===== src/design/svt_pkg.sv =====
package svt_pkg;

  localparam int unsigned MAX_VOICES  = 16;
  localparam int unsigned SLOT_W      = $clog2(MAX_VOICES);
  localparam int unsigned CNT_W       = $clog2(MAX_VOICES + 1);

  localparam int unsigned NOTE_W      = 7;
  localparam int unsigned ES_W        = 4;
  localparam int unsigned KIND_W      = 3;
  localparam int unsigned SLOT_OUT_W  = 4;
  localparam int unsigned AFF_W       = 5;

  localparam int unsigned QUEUE_DEPTH = 2;
  localparam int unsigned QPTR_W      = $clog2(QUEUE_DEPTH);
  localparam int unsigned QCNT_W      = $clog2(QUEUE_DEPTH + 1);

  localparam logic [3:0]        NIB_NOTE_OFF   = 4'h8;
  localparam logic [3:0]        NIB_NOTE_ON    = 4'h9;
  localparam logic [3:0]        NIB_CTRL       = 4'hB;
  localparam logic [NOTE_W-1:0] SUSTAIN_CC     = 7'd64;
  localparam logic [NOTE_W-1:0] SUSTAIN_THRESH = 7'd64;

  typedef enum logic [KIND_W-1:0] {
    KIND_IGNORED      = 3'd0,
    KIND_STARTED      = 3'd1,
    KIND_RELEASED     = 3'd2,
    KIND_HOLD_CHANGED = 3'd3,
    KIND_FREED        = 3'd4,
    KIND_DROPPED      = 3'd5
  } kind_e;

  typedef enum logic [2:0] {
    CMD_IGNORE,
    CMD_FREE,
    CMD_NOTE_ON,
    CMD_NOTE_OFF,
    CMD_SUSTAIN
  } cmd_e;

  typedef enum logic {
    BK_IDLE,
    BK_WALK
  } bk_state_e;

  typedef struct packed {
    cmd_e              op;
    logic [NOTE_W-1:0] note;
    logic              sus_en;
    logic [SLOT_W-1:0] slot;
  } cmd_t;

endpackage


===== src/design/svt_front.sv =====
module svt_front (
  input  logic                      in_valid_i,
  output logic                      in_stall_o,
  input  logic                      op_i,
  input  logic [7:0]                status_byte_i,
  input  logic [svt_pkg::NOTE_W-1:0] data1_i,
  input  logic [svt_pkg::NOTE_W-1:0] data2_i,
  input  logic [svt_pkg::ES_W-1:0]  ended_slot_i,
  input  logic                      q_full_i,
  output logic                      push_o,
  output svt_pkg::cmd_t             cmd_o
);
  import svt_pkg::*;

  logic [3:0] nib;
  logic       es_ok;

  assign nib        = status_byte_i[7:4];
  assign es_ok      = ({1'b0, ended_slot_i} < (ES_W + 1)'(MAX_VOICES));
  assign in_stall_o = q_full_i;
  assign push_o     = in_valid_i && !q_full_i;

  always_comb begin
    cmd_o.op     = CMD_IGNORE;
    cmd_o.note   = data1_i;
    cmd_o.sus_en = (data2_i > SUSTAIN_THRESH);
    cmd_o.slot   = SLOT_W'(ended_slot_i);
    if (op_i) begin
      if (es_ok) cmd_o.op = CMD_FREE;
    end else begin
      unique case (nib)
        NIB_NOTE_ON:  cmd_o.op = CMD_NOTE_ON;
        NIB_NOTE_OFF: cmd_o.op = CMD_NOTE_OFF;
        NIB_CTRL: begin
          if (data1_i == SUSTAIN_CC) cmd_o.op = CMD_SUSTAIN;
        end
        default:      cmd_o.op = CMD_IGNORE;
      endcase
    end
  end

endmodule


===== src/design/svt_cmd_fifo.sv =====
module svt_cmd_fifo (
  input  logic          clk_i,
  input  logic          rst_ni,
  input  logic          push_i,
  input  svt_pkg::cmd_t wdata_i,
  output logic          full_o,
  input  logic          pop_i,
  output logic          valid_o,
  output svt_pkg::cmd_t rdata_o
);
  import svt_pkg::*;

  cmd_t              mem_q [QUEUE_DEPTH];
  logic [QPTR_W-1:0] wr_q, wr_d, rd_q, rd_d;
  logic [QCNT_W-1:0] cnt_q, cnt_d;
  logic              do_pop;

  assign full_o  = (cnt_q == QCNT_W'(QUEUE_DEPTH));
  assign valid_o = (cnt_q != '0);
  assign rdata_o = mem_q[rd_q];
  assign do_pop  = pop_i && valid_o;

  always_comb begin
    wr_d  = wr_q;
    rd_d  = rd_q;
    cnt_d = cnt_q;
    if (push_i) begin
      wr_d = (wr_q == QPTR_W'(QUEUE_DEPTH - 1)) ? '0 : wr_q + 1'b1;
    end
    if (do_pop) begin
      rd_d = (rd_q == QPTR_W'(QUEUE_DEPTH - 1)) ? '0 : rd_q + 1'b1;
    end
    if (push_i && !do_pop) begin
      cnt_d = cnt_q + 1'b1;
    end else if (!push_i && do_pop) begin
      cnt_d = cnt_q - 1'b1;
    end
  end

  always_ff @(posedge clk_i or negedge rst_ni) begin
    if (!rst_ni) begin
      wr_q  <= '0;
      rd_q  <= '0;
      cnt_q <= '0;
    end else begin
      wr_q  <= wr_d;
      rd_q  <= rd_d;
      cnt_q <= cnt_d;
    end
  end

  always_ff @(posedge clk_i) begin
    if (push_i) begin
      mem_q[wr_q] <= wdata_i;
    end
  end

endmodule


===== src/design/svt_back.sv =====
module svt_back (
  input  logic                          clk_i,
  input  logic                          rst_ni,
  input  logic                          cmd_valid_i,
  input  svt_pkg::cmd_t                 cmd_i,
  output logic                          cmd_pop_o,
  output logic                          out_valid_o,
  input  logic                          out_stall_i,
  output logic [svt_pkg::KIND_W-1:0]    result_kind_o,
  output logic [svt_pkg::SLOT_OUT_W-1:0] slot_o,
  output logic [svt_pkg::AFF_W-1:0]     affected_o,
  output logic [svt_pkg::AFF_W-1:0]     voices_in_use_o
);
  import svt_pkg::*;

  bk_state_e         state_q, state_d;
  cmd_t              cur_q, cur_d;
  logic [SLOT_W-1:0] idx_q, idx_d;
  logic [CNT_W-1:0]  aff_q, aff_d;
  logic [CNT_W-1:0]  use_q, use_d;
  logic [MAX_VOICES-1:0] used_q, used_d;
  logic [MAX_VOICES-1:0] active_q, active_d;
  logic [MAX_VOICES-1:0] held_q, held_d;
  logic              sustain_q, sustain_d;
  logic [NOTE_W-1:0] note_q [MAX_VOICES];
  logic              note_we;

  logic              out_valid_q, out_valid_d;
  kind_e             kind_q, kind_d;
  logic [SLOT_W-1:0] slot_q, slot_d;
  logic [CNT_W-1:0]  oaff_q, oaff_d;
  logic [CNT_W-1:0]  ouse_q, ouse_d;

  logic start, needs_walk, last, walk_done;

  assign start      = (state_q == BK_IDLE) && cmd_valid_i && !out_valid_q;
  assign needs_walk = (cmd_i.op == CMD_NOTE_ON) || (cmd_i.op == CMD_NOTE_OFF) ||
                      ((cmd_i.op == CMD_SUSTAIN) && (cmd_i.sus_en != sustain_q) &&
                       !cmd_i.sus_en);
  assign last       = (idx_q == SLOT_W'(MAX_VOICES - 1));
  assign walk_done  = (state_q == BK_WALK) &&
                      (last || ((cur_q.op == CMD_NOTE_ON) && !used_q[idx_q]));
  assign cmd_pop_o  = start;

  always_comb begin
    state_d = state_q;
    unique case (state_q)
      BK_IDLE: begin
        if (start && needs_walk) state_d = BK_WALK;
      end
      BK_WALK: begin
        if (walk_done) state_d = BK_IDLE;
      end
      default: state_d = BK_IDLE;
    endcase
  end

  always_comb begin
    cur_d       = cur_q;
    idx_d       = idx_q;
    aff_d       = aff_q;
    use_d       = use_q;
    used_d      = used_q;
    active_d    = active_q;
    held_d      = held_q;
    sustain_d   = sustain_q;
    note_we     = 1'b0;
    out_valid_d = out_valid_q && out_stall_i;
    kind_d      = kind_q;
    slot_d      = slot_q;
    oaff_d      = oaff_q;
    ouse_d      = ouse_q;

    if (start) begin
      cur_d  = cmd_i;
      idx_d  = '0;
      aff_d  = '0;
      kind_d = KIND_IGNORED;
      slot_d = '0;
      oaff_d = '0;
      ouse_d = use_q;
      if (!needs_walk) out_valid_d = 1'b1;
      case (cmd_i.op)
        CMD_FREE: begin
          if (used_q[cmd_i.slot]) begin
            used_d[cmd_i.slot]   = 1'b0;
            active_d[cmd_i.slot] = 1'b0;
            held_d[cmd_i.slot]   = 1'b0;
            use_d  = use_q - 1'b1;
            ouse_d = use_d;
            kind_d = KIND_FREED;
            slot_d = cmd_i.slot;
            oaff_d = CNT_W'(1);
          end
        end
        CMD_SUSTAIN: begin
          if (cmd_i.sus_en != sustain_q) begin
            sustain_d = cmd_i.sus_en;
            kind_d    = KIND_HOLD_CHANGED;
          end
        end
        default: ;
      endcase
    end else if (state_q == BK_WALK) begin
      idx_d = idx_q + 1'b1;
      case (cur_q.op)
        CMD_NOTE_ON: begin
          if (!used_q[idx_q]) begin
            used_d[idx_q]   = 1'b1;
            active_d[idx_q] = 1'b1;
            held_d[idx_q]   = 1'b0;
            note_we         = 1'b1;
            use_d  = use_q + 1'b1;
            kind_d = KIND_STARTED;
            slot_d = idx_q;
          end else begin
            kind_d = KIND_DROPPED;
          end
        end
        CMD_NOTE_OFF: begin
          kind_d = KIND_RELEASED;
          if (used_q[idx_q] && active_q[idx_q] && (note_q[idx_q] == cur_q.note)) begin
            if (sustain_q) begin
              held_d[idx_q] = 1'b1;
            end else begin
              active_d[idx_q] = 1'b0;
              held_d[idx_q]   = 1'b0;
            end
            aff_d = aff_q + 1'b1;
          end
        end
        default: begin
          kind_d = KIND_HOLD_CHANGED;
          if (used_q[idx_q] && held_q[idx_q]) begin
            active_d[idx_q] = 1'b0;
            held_d[idx_q]   = 1'b0;
            aff_d = aff_q + 1'b1;
          end
        end
      endcase
      oaff_d = aff_d;
      ouse_d = use_d;
      if (walk_done) out_valid_d = 1'b1;
    end
  end

  always_ff @(posedge clk_i or negedge rst_ni) begin
    if (!rst_ni) begin
      state_q     <= BK_IDLE;
      use_q       <= '0;
      used_q      <= '0;
      active_q    <= '0;
      held_q      <= '0;
      sustain_q   <= 1'b0;
      out_valid_q <= 1'b0;
    end else begin
      state_q     <= state_d;
      use_q       <= use_d;
      used_q      <= used_d;
      active_q    <= active_d;
      held_q      <= held_d;
      sustain_q   <= sustain_d;
      out_valid_q <= out_valid_d;
    end
  end

  always_ff @(posedge clk_i) begin
    cur_q  <= cur_d;
    idx_q  <= idx_d;
    aff_q  <= aff_d;
    kind_q <= kind_d;
    slot_q <= slot_d;
    oaff_q <= oaff_d;
    ouse_q <= ouse_d;
    if (note_we) begin
      note_q[idx_q] <= cur_q.note;
    end
  end

  assign out_valid_o     = out_valid_q;
  assign result_kind_o   = kind_q;
  assign slot_o          = SLOT_OUT_W'(slot_q);
  assign affected_o      = AFF_W'(oaff_q);
  assign voices_in_use_o = AFF_W'(ouse_q);

  a_use_count: assert property (@(posedge clk_i) disable iff (!rst_ni)
    32'(use_q) == 32'($countones(used_q)))
    else $error("use count out of step with occupied slots");

  a_held_active: assert property (@(posedge clk_i) disable iff (!rst_ni)
    (held_q & ~(used_q & active_q)) == '0)
    else $error("held voice not active");

  a_no_held_idle: assert property (@(posedge clk_i) disable iff (!rst_ni)
    (state_q == BK_IDLE) && !sustain_q |-> held_q == '0)
    else $error("held voice left after sustain off");

  a_walk_out_empty: assert property (@(posedge clk_i) disable iff (!rst_ni)
    state_q == BK_WALK |-> !out_valid_q)
    else $error("walk running while result pending");

  a_slot_zero: assert property (@(posedge clk_i) disable iff (!rst_ni)
    out_valid_q && (kind_q != KIND_STARTED) && (kind_q != KIND_FREED) |-> slot_q == '0)
    else $error("slot set for kind without slot");

endmodule


===== src/design/synth_voice_table.sv =====
// Polyphonic voice table with sustain pedal.
// Input channel: in_valid_i / in_stall_o carry one item, either a decoded
// MIDI channel message (op_i = 0) or a voice-ended report (op_i = 1).
// Output channel: out_valid_o / out_stall_i return exactly one result item
// per input item, in order.
// An item is decoded on entry and parked in a two-entry command queue; the
// back end takes one command at a time. Free, ignored, sustain-on and
// unchanged sustain items finish without a walk. Note-on walks the slots
// from zero up to the first free one; note-off and sustain-off walk all
// MAX_VOICES slots. The back end starts no new command while a result is
// still waiting on the output.
// Reset empties the table, clears sustain and empties the queue.
// While out_stall_i holds the result, the back end waits; the queue fills
// and then in_stall_o rises. time_stamp_i is accepted but not stored.
module synth_voice_table (
  input  logic                            clk_i,
  input  logic                            rst_ni,
  input  logic                            in_valid_i,
  output logic                            in_stall_o,
  input  logic                            op_i,
  input  logic [7:0]                      status_byte_i,
  input  logic [svt_pkg::NOTE_W-1:0]      data1_i,
  input  logic [svt_pkg::NOTE_W-1:0]      data2_i,
  input  logic [31:0]                     time_stamp_i,
  input  logic [svt_pkg::ES_W-1:0]        ended_slot_i,
  output logic                            out_valid_o,
  input  logic                            out_stall_i,
  output logic [svt_pkg::KIND_W-1:0]      result_kind_o,
  output logic [svt_pkg::SLOT_OUT_W-1:0]  slot_o,
  output logic [svt_pkg::AFF_W-1:0]       affected_o,
  output logic [svt_pkg::AFF_W-1:0]       voices_in_use_o
);
  import svt_pkg::*;

  logic push, q_full, q_valid, pop;
  cmd_t cmd_in, cmd_out;

  svt_front u_front (
    .in_valid_i    (in_valid_i),
    .in_stall_o    (in_stall_o),
    .op_i          (op_i),
    .status_byte_i (status_byte_i),
    .data1_i       (data1_i),
    .data2_i       (data2_i),
    .ended_slot_i  (ended_slot_i),
    .q_full_i      (q_full),
    .push_o        (push),
    .cmd_o         (cmd_in)
  );

  svt_cmd_fifo u_fifo (
    .clk_i   (clk_i),
    .rst_ni  (rst_ni),
    .push_i  (push),
    .wdata_i (cmd_in),
    .full_o  (q_full),
    .pop_i   (pop),
    .valid_o (q_valid),
    .rdata_o (cmd_out)
  );

  svt_back u_back (
    .clk_i           (clk_i),
    .rst_ni          (rst_ni),
    .cmd_valid_i     (q_valid),
    .cmd_i           (cmd_out),
    .cmd_pop_o       (pop),
    .out_valid_o     (out_valid_o),
    .out_stall_i     (out_stall_i),
    .result_kind_o   (result_kind_o),
    .slot_o          (slot_o),
    .affected_o      (affected_o),
    .voices_in_use_o (voices_in_use_o)
  );

endmodule

===== config.mk =====
export PLATFORM = sky130hd
export DESIGN_NAME = synth_voice_table
export DESIGN_NICKNAME = d
export VERILOG_FILES = /design/src/design/svt_pkg.sv /design/src/design/svt_front.sv /design/src/design/svt_cmd_fifo.sv /design/src/design/svt_back.sv /design/src/design/synth_voice_table.sv
export SDC_FILE = /design/constraint.sdc
export NUM_CORES = 1
export LEC_CHECK = 0
export CORE_MARGIN = 2
export CORE_UTILIZATION = 34
export CTS_CLUSTER_DIAMETER = 50
export DETAILED_ROUTE_END_ITERATION = 16
export DONT_BUFFER_PORTS = 1
export GPL_ROUTABILITY_DRIVEN = 0
export GPL_TIMING_DRIVEN = 0
export PLACE_DENSITY = 0.52
export SLEW_MARGIN = 0
export SYNTH_ARGS = -nofsm -noshare
export SYNTH_HDL_FRONTEND = slang
export SYNTH_SLANG_ARGS = --single-unit

===== constraint.sdc =====
create_clock -name clk_i -period 4.21 [get_ports clk_i]
set_input_delay 0.2105 -clock clk_i [delete_from_list [all_inputs] [get_ports clk_i]]
set_output_delay 0.2105 -clock clk_i [all_outputs]
set_load 0.02 [all_outputs]

==> impl_metrics.py, run 1 <==
metrics = {
    "critical_path": {
        "end_kind": "register",
        "crit_path_max_fanout": 10,
        "rr_startpoint": "u_back.idx_q[0]$_SDFFE_PP0P_",
        "crit_start": "u_back.idx_q[0]$_SDFFE_PP0P_",
        "cp.required_ns": 4.39,
        "reg2reg_depth": 8,
        "crit_type": "reg -> reg",
        "rrSetupSlack_ns": 0.15,
        "crit_path_start_kind": "register",
        "cp.arrival_ns": 4.24,
    },
    "timing": {
        "worst_slew_pin_slew_ns": 1.07,
        "finalSetupViolations": 0,
        "fin_crit_sh_pct": 96.5,
        "fmax_mhz": 246,
        "relSlewSlack_pct": 28.7,
        "drv_slew": 0,
        "clock_skew_ns": 0.00934,
        "hold_viol_final": 0,
        "rsz0062_at_grt": "yes",
        "period_needed_ns": 4.06,
        "finalSetupTns_ns": 0,
    },
    "synthesis": {
        "syn_inst": 778,
        "post-synth-top-count-cell": "edfxtp_1",
        "synthTopCellsByCount": "edfxtp_1, dfrtp_1, o21ai_0, nand2_1, nor2_1",
        "ys_ff_latch": 242,
        "syn_area_um2": 10900,
        "synth_cell_types": 56,
        "ys_warn_count": 0,
        "synthArstFlopShare_pct": 24.8,
        "synth-seq-area-share_pct": 62.9,
        "synth_ff_type": "edfxtp_1",
        "avgSynthCellArea_um2": 14.0,
        "synth.area.top_cells": "edfxtp_1, dfrtp_1, mux4_2",
        "synth_nets": 849,
        "post-synth-top-area-cell": "edfxtp_1",
        "synth_edf_count": 169,
        "yosys.area.top_type_share_pct": 46.7,
    },
    "drt": {
        "drc_errors": 0,
        "dr.first_iter.drc_count": 544,
        "num_vias": 7078,
        "first_pass_iters": 5,
        "wire_per_inst_um": 22.9,
        "totalWireLength_um": 28900,
        "postRouteAntennaNets": 0,
        "via_per_inst": 5.62,
    },
    "status": {
        "status": "completed",
    },
    "die": {
        "rows": 65,
        "core-area_um2": 31500,
        "die_w_um": 183,
        "die_h_um": 183,
        "ioPinCount": 82,
        "die-area_um2": 33400,
        "start_util_pct": 34.5,
    },
    "placement": {
        "io_buffers": 0,
        "post-dp-hpwl_um": 19200,
    },
    "layout": {
        "final_core_util_pct": 40.1,
        "syn2layout_area_growth_pct": 16.1,
        "layout.nets": 904,
        "antennaDiodeCount": 0,
        "drive_above_1_share_pct": 14.7,
    },
    "clocking": {
        "clk_pin_slew_ns": 0.05,
        "numCtsBuffers": 30,
        "insertion_delay_ns": 0.55,
        "root_buffer": "clkbuf_16",
        "cts_buffer_depth": 3,
        "cts_tree": "done",
        "h-tree-depth": 1,
        "postCtsSetupRepairBufs": 0,
        "clock_sinks": 242,
    },
    "power_and_ir_drop": {
        "pwr-share-clk_pct": 29.1,
        "ir_drop_mv": 0.397,
        "internal-power_w": 0.00548,
        "seqPwrFrac_pct": 42.7,
        "sw_frac_of_total_pct": 35.2,
        "power_w": 0.00845,
        "power_switching_w": 0.00298,
        "power.leakage_nw": 4.31,
        "p_per_area_nw_per_um2": 670,
        "comb_power_share_pct": 28.1,
    },
    "grt": {
        "grt_pass1_wl_um": 44200,
        "overflow": 0,
        "grtUsageTotal_pct": 17.4,
        "antenna_found_initial": 0,
        "grt_max_degree": 61,
        "grt_pass1_vias": 7242,
    },
    "hold_path": {
        "hold_path.class": "in -> reg",
        "min_from": "status_byte_i[7]",
        "holdPathStages": 2,
    },
    "flow_run": {
        "cap_viol_max_count": 0,
    },
}
[metal layers]
layer | vias up | wire length, um | global-route usage (%)
li1 | 3160 | - | -
met1 | 3620 | 13200 | 24.9
met2 | 251 | 13100 | 27.0
met3 | 47 | 1800 | 3.20
met4 | 0 | 758 | 5.35
met5 | - | 0 | 0
[power by group through the flow]
stage          clock [W]  sequential, W  combinational, W
2_1_floorplan          0        0.00350           0.00168
3_3_place_gp           0        0.00365           0.00232
3_5_place_dp           0        0.00366           0.00233
4_1_cts          0.00250        0.00362           0.00238
5_1_grt          0.00259        0.00367           0.00259
6_report         0.00246        0.00361           0.00238
[logic make-up after synthesis]
family / count (synthesis) / synth area share (%)
flip-flops: 242 / 62.9
XOR/XNOR: 25 / 2.02
buffers and inverters: 62 / 2.50
AND/OR/NAND/NOR: 191 / 8.86
adder cells (fa/ha/maj): 8 / 0.921
AO/OA/AOI/OAI: 175 / 11.2
multiplexers: 75 / 11.6
[final cells by class]
cell class / count / area (um^2)
plain buffers: 44 / 204
clock buffers: 46 / 895
clock inverters: 10 / 71.3
fillers: 2907 / 18900
inverters: 18 / 67.6
multi-input cells: 474 / 3790
flip-flops and latches: 242 / 6840
well taps: 402 / 503
repair buffers: 23 / 248
[final timing paths]
| check | to |
|---|---|
| max in group asynchronous | async pin |
| worst min-delay path | u_fifo.mem_q[1][12]$_DFFE_PP_ |
| worst max-delay path | u_back.note_q[6][2]$_DFFE_PP_ |
| min in group asynchronous | u_back.used_q[13]$_DFFE_PN0P_ |
| worst min register to register | u_back.use_q[4]$_DFFE_PN0N_ |
| worst max register to register | u_back.note_q[6][2]$_DFFE_PP_ |
[per-stage QoR]
| stage | setup slack, ns | std cells | cell area [um^2] | hold WS (ns) |
|---|---|---|---|---|
| 4_1_cts | 0.0220 | 1259 | 12600 | 0.0927 |
| 5_1_grt | -0.0516 | 1259 | 12600 | 0.141 |
| 6_report | 0.146 | 1259 | 12600 | 0.119 |
| 3_3_place_gp | -0.0653 | 1180 | 11400 | -0.0758 |
| 3_5_place_dp | -0.0471 | 1180 | 11400 | -0.0761 |
| 2_1_floorplan | 1.26 | 778 | 10900 | -0.0851 |
[placed cells by master (no fill, tap or decap), drive strengths merged, types with 8 or more instances in the layout]
cell type	synthesis	routed
a21oi	23	23
a22oi	9	9
and3	9	9
buf	17	18
clkbuf	27	73
dfrtp	60	60
dfxtp	13	13
dlygate4sd3	0	22
edfxtp	169	169
ha	8	8
inv	18	20
mux2	13	13
mux2i	23	23
mux4	39	39
nand2	52	52
nand2b	8	8
nand3	22	22
nor2	42	42
nor2b	10	10
nor3	11	11
o21ai	57	57
o22a	8	8
o31ai	17	17
o32a	17	17
o41ai	13	13
xnor2	14	14
xor2	11	11
[what timing repair did]
action	CTS	global route
hold endpoints to repair	92	0
gates resized for setup	2	8
cloned	0	0
hold buffers	23	0
endpoints found under the setup margin	16	48
[critical path: stages (launching register included)]
cell and delay [ns]:
dfxtp_1 0.35, buf_2 0.34, mux4_2 0.55, a22oi_1 0.18, nand2_1 0.24, nor3_1 0.52
nand2_1 0.47, clkbuf_1 0.42, nor2_2 0.59
(Power assumes the default switching activity.)
==> run 2: changes to the inputs <==
--- a/config.mk
+++ b/config.mk
@@ -13,6 +13,7 @@
 export GPL_ROUTABILITY_DRIVEN = 0
 export GPL_TIMING_DRIVEN = 0
 export PLACE_DENSITY = 0.52
+export SETUP_SLACK_MARGIN = 0.5
 export SLEW_MARGIN = 0
 export SYNTH_ARGS = -nofsm -noshare
 export SYNTH_HDL_FRONTEND = slang
==> impl_metrics.py, run 2 (synthesis results as in run 1) <==
metrics = {
    "status": {
        "status": "completed",
    },
    "timing": {
        "rsz0062_at_grt": "yes",
        "relSlewSlack_pct": 29.5,
        "drv_slew": 0,
        "finalSetupViolations": 0,
        "fmax_mhz": 274,
        "hold_viol_final": 0,
        "fin_crit_sh_pct": 86.7,
        "clock_skew_ns": 0.00989,
        "period_needed_ns": 3.65,
        "worst_slew_pin_slew_ns": 1.05,
    },
    "critical_path": {
        "max_stage_delay_ns": 0.88,
        "rrSetupSlack_ns": 0.56,
        "cp_slowest_cell": "nor2_1",
        "end_kind": "register",
        "crit_family": "simple AND/OR/NAND/NOR gates",
        "cp.required_ns": 4.37,
        "cp.arrival_ns": 3.81,
        "crit_buf_inv": 1,
        "crit_type": "reg -> reg",
        "crit_path_max_fanout": 10,
        "crit_chain": "buf_2 -> mux4_2 -> a22oi_1 -> nand2_1 -> nor3_2 -> nand2_2 -> nor2_1",
        "crit_path_start_kind": "register",
    },
    "drt": {
        "postRouteAntennaNets": 0,
        "num_vias": 7044,
        "wire_per_inst_um": 22.9,
        "first_pass_iters": 5,
        "via_per_inst": 5.59,
        "drc_errors": 0,
        "dr.first_iter.drc_count": 573,
        "totalWireLength_um": 28800,
    },
    "power_and_ir_drop": {
        "ir_drop_mv": 0.394,
        "p_per_area_nw_per_um2": 667,
        "power.leakage_nw": 4.35,
    },
    "clocking": {
        "cts_buffer_depth": 3,
        "clk_pin_slew_ns": 0.05,
        "cts_tree": "done",
        "root_buffer": "clkbuf_16",
        "insertion_delay_ns": 0.55,
        "clock_sinks": 242,
        "h-tree-depth": 1,
        "numCtsBuffers": 30,
    },
    "placement": {
        "io_buffers": 0,
        "placed_cells": 1180,
        "post-dp-hpwl_um": 19200,
    },
    "layout": {
        "drive_above_1_share_pct": 16.3,
        "mostFrequentLayoutCells": "edfxtp_1, dfrtp_1, o21ai_0, nand2_1, mux4_2",
        "syn2layout_area_growth_pct": 17.1,
        "mostFrequentLayoutCell": "edfxtp_1",
        "layout.nets": 906,
        "stdcell_count": 1261,
        "antennaDiodeCount": 0,
        "final_core_util_pct": 40.4,
        "fillers": 2899,
    },
    "die": {
        "die-area_um2": 33400,
        "core-area_um2": 31500,
        "die_h_um": 183,
        "die_w_um": 183,
        "ioPinCount": 82,
        "start_util_pct": 34.5,
        "rows": 65,
    },
    "flow_run": {
        "cap_viol_max_count": 0,
    },
    "grt": {
        "antenna_found_initial": 0,
        "grtUsageTotal_pct": 17.4,
        "grt_pass1_wl_um": 44300,
        "grt_max_degree": 61,
        "overflow": 0,
        "grt_pass1_vias": 7240,
    },
    "hold_path": {
        "hold_path.class": "in -> reg",
    },
}
## run 2: cell count changes in the layout (fill, tap and decap cells not counted), moves of 2 or more
cell	delta
buf_12	+2
buf_2	-2
clkbuf_1	-4
clkbuf_2	+5
clkbuf_4	+2
nor2_1	-2
nor2_4	+3
## run 2: layer usage
metal / wire, um / global-route usage [%]
met3: 1810 / 3.16
met4: 772 / 5.29
met2: 13100 / 27.1
met1: 13200 / 24.9
met5: 0 / 0
## run 2: worst paths after layout
kind,from,endpoint,cells past startpoint
min,status_byte_i[7],u_fifo.mem_q[1][12]$_DFFE_PP_,2
min in group asynchronous,rst_ni,u_back.used_q[13]$_DFFE_PN0P_,2
min reg2reg,u_back.use_q[4]$_DFFE_PN0N_,u_back.use_q[4]$_DFFE_PN0N_,1
max reg2reg,u_back.idx_q[0]$_SDFFE_PP0P_,u_back.note_q[12][2]$_DFFE_PP_,7
max in group asynchronous,rst_ni,async pin,2
max,u_back.idx_q[0]$_SDFFE_PP0P_,u_back.note_q[12][2]$_DFFE_PP_,7
## run 2: layout make-up
type,instances,area [um^2],share of cell area (%)
flip-flops and latches,242,6840,53.7
clock buffers,46,895,7.03
inverters,18,67.6,0.531
clock inverters,10,71.3,0.561
plain buffers,44,219,1.72
repair buffers,25,288,2.26
multi-input cells,474,3840,30.2
well taps,402,503,3.95
## run 2: metrics by stage
stage	setup slack [ns]	instance area (um^2)	power, W	hold slack, ns	setup TNS (ns)
finish	0.559	12700	0.00849	0.118	0
global route	0.427	12700	0.00889	0.141	0
CTS	0.504	12700	0.00852	0.0927	0
detailed placement	-0.0471	11400	0.00599	-0.0761	-0.366
global placement	-0.0653	11400	0.00598	-0.0758	-0.484
floorplan	1.26	10900	0.00518	-0.0851	0
## run 2: repair_timing
item,4_1_cts,5_1_grt
endpoints found under the setup margin,136,92
resized for setup,17,15
pin swaps,1,4
endpoints found under the hold margin,92,0
hold buffers,23,0
buffers inserted,1,1
## run 2: power breakdown
group | switching [W] | internal [W]
Combinational | 0.00152 | 0.000890
Sequential | 0.000483 | 0.00313
Clock | 0.000993 | 0.00147
Total | 0.00299 | 0.00549
==> run 3: changes to the inputs <==
==> constraint.sdc (replaced) <==
create_clock -name clk_i -period 4 [get_ports clk_i]
set_input_delay 0.2 -clock clk_i [delete_from_list [all_inputs] [get_ports clk_i]]
set_output_delay 0.2 -clock clk_i [all_outputs]
set_load 0.02 [all_outputs]
==> impl_metrics.py, run 3 (synthesis results as in run 1) <==
metrics = {
    "layout": {
        "stdcell_count": 1268,
        "drive_above_1_share_pct": 19.1,
        "antennaDiodeCount": 0,
        "mostFrequentLayoutCell": "edfxtp_1",
        "syn2layout_area_growth_pct": 19.0,
        "layout.nets": 913,
        "mostFrequentLayoutCells": "edfxtp_1, dfrtp_1, o21ai_0, nand2_1, mux4_2",
    },
    "critical_path": {
        "end_kind": "register",
        "cp.arrival_ns": 3.61,
        "cp_slowest_cell": "nor2_2",
        "crit_path_start_kind": "register",
        "cp.required_ns": 4.17,
        "crit_type": "reg -> reg",
        "crit_chain": "buf_2 -> mux4_2 -> a22oi_1 -> nand2_1 -> nor3_2 -> nand2_2 -> nor2_2",
        "rrSetupSlack_ns": 0.57,
        "crit_path_max_fanout": 10,
        "max_stage_delay_ns": 0.68,
    },
    "clocking": {
        "clock_sinks": 242,
        "cts_buffer_depth": 3,
        "h-tree-depth": 1,
        "clk_pin_slew_ns": 0.06,
        "root_buffer": "clkbuf_16",
        "numCtsBuffers": 30,
        "cts_tree": "done",
        "insertion_delay_ns": 0.55,
    },
    "grt": {
        "antenna_found_initial": 0,
        "grt_pass1_vias": 7263,
        "grt_pass1_wl_um": 44400,
        "grtUsageTotal_pct": 17.4,
        "grt_max_degree": 61,
        "overflow": 0,
    },
    "timing": {
        "worst_slew_pin_slew_ns": 1.04,
        "hold_viol_final": 0,
        "fmax_mhz": 291,
        "period_needed_ns": 3.43,
        "drv_slew": 0,
        "finalSetupViolations": 0,
        "relSlewSlack_pct": 30.9,
        "rsz0062_at_grt": "yes",
        "worst_slack_ns": 0.567,
        "fin_crit_sh_pct": 85.8,
        "clock_skew_ns": 0.00928,
    },
    "power_and_ir_drop": {
        "power.leakage_nw": 4.43,
        "ir_drop_mv": 0.418,
        "p_per_area_nw_per_um2": 698,
    },
    "die": {
        "die_h_um": 183,
        "core-area_um2": 31500,
        "die_w_um": 183,
        "rows": 65,
        "ioPinCount": 82,
        "die-area_um2": 33400,
        "start_util_pct": 34.5,
    },
    "placement": {
        "post-dp-hpwl_um": 19200,
        "pre_cts_ws_ns": -0.257,
        "placed_cells": 1180,
        "io_buffers": 0,
    },
    "drt": {
        "drc_errors": 0,
        "wire_per_inst_um": 22.9,
        "via_per_inst": 5.62,
        "totalWireLength_um": 29100,
        "first_pass_iters": 5,
        "dr.first_iter.drc_count": 519,
        "num_vias": 7128,
        "postRouteAntennaNets": 0,
    },
    "hold_path": {
        "hold_path.class": "in -> reg",
    },
    "status": {
        "status": "completed",
    },
    "flow_run": {
        "cap_viol_max_count": 0,
    },
}
[run 3: cell count changes in the layout (fill, tap and decap cells not counted), moves of 3 or more]
cell,change
nor2_2,+4
nor3b_2,+3
buf_12,+5
nor2_1,-4
clkbuf_2,+3
nor3b_1,-3
clkbuf_1,-5
[run 3: path summary, 6_finish.rpt]
check / start / to / cells past startpoint
max: u_back.idx_q[0]$_SDFFE_PP0P_ / u_back.note_q[9][4]$_DFFE_PP_ / 7
min: status_byte_i[7] / u_fifo.mem_q[1][12]$_DFFE_PP_ / 2
max reg2reg: u_back.idx_q[0]$_SDFFE_PP0P_ / u_back.note_q[9][4]$_DFFE_PP_ / 7
min reg2reg: u_back.use_q[4]$_DFFE_PN0N_ / u_back.use_q[4]$_DFFE_PN0N_ / 1
max in group asynchronous: rst_ni / async pin / 2
min in group asynchronous: rst_ni / u_fifo.rd_q$_DFFE_PN0P_ / 2
[run 3: repair_timing]
item	4_1_cts	5_1_grt
resized for setup	32	31
endpoints found under the hold margin	92	0
hold buffers	23	0
pin swaps	6	4
endpoints found under the setup margin	154	123
buffers inserted	4	4
cloned	0	1
[run 3: routing by layer]
layer / track usage, % / part of all wire (%) / vias up
met4: 5.26 / 1.9 / 0
met2: 27.1 / 46 / 246
met3: 3.26 / 6.2 / 40
met5: 0 / 0 / -
met1: 24.9 / 46 / 3660
li1: - / - / 3182
[run 3: area by class of cell]
cell class / instances / area [um^2]
buffer: 44 / 255
clock buffer: 46 / 895
clock inverter: 10 / 71.3
fill: 2875 / 18500
inverter: 18 / 67.6
multi-input combinational: 474 / 3910
sequential: 242 / 6840
tap: 402 / 503
timing repair buffer: 32 / 388
[run 3: through the flow]
step	area (um^2)	hold WS [ns]	TNS, ns	util (%)	power [W]
after floorplan	10900	-0.0956	0	-	0.00545
after global routing	12900	0.131	0	41.1	0.00944
final	12900	0.106	0	41.1	0.00902
after detailed placement	11400	-0.0866	-7.86	36.1	0.00631
after CTS	12800	0.0822	0	40.6	0.00899
after global placement	11400	-0.0863	-8.00	36.1	0.00629
[run 3: critical path: cells and delay by family, from the launching register on]
kind	cells	cell delay, ns
and+or+nand+nor	4	1.61
muxes	1	0.56
DFF	1	0.35
buffers and inverters	1	0.34
AOI/OAI and AO/OA	1	0.18
[run 3: where the power goes]
group          leakage (nW)  switching, W  total, W  internal, W
registers              2.45      0.000513   0.00381      0.00330
clock network         0.461       0.00104   0.00259      0.00154
logic                  1.52       0.00163   0.00262     0.000991
total                  4.43       0.00319   0.00902      0.00584
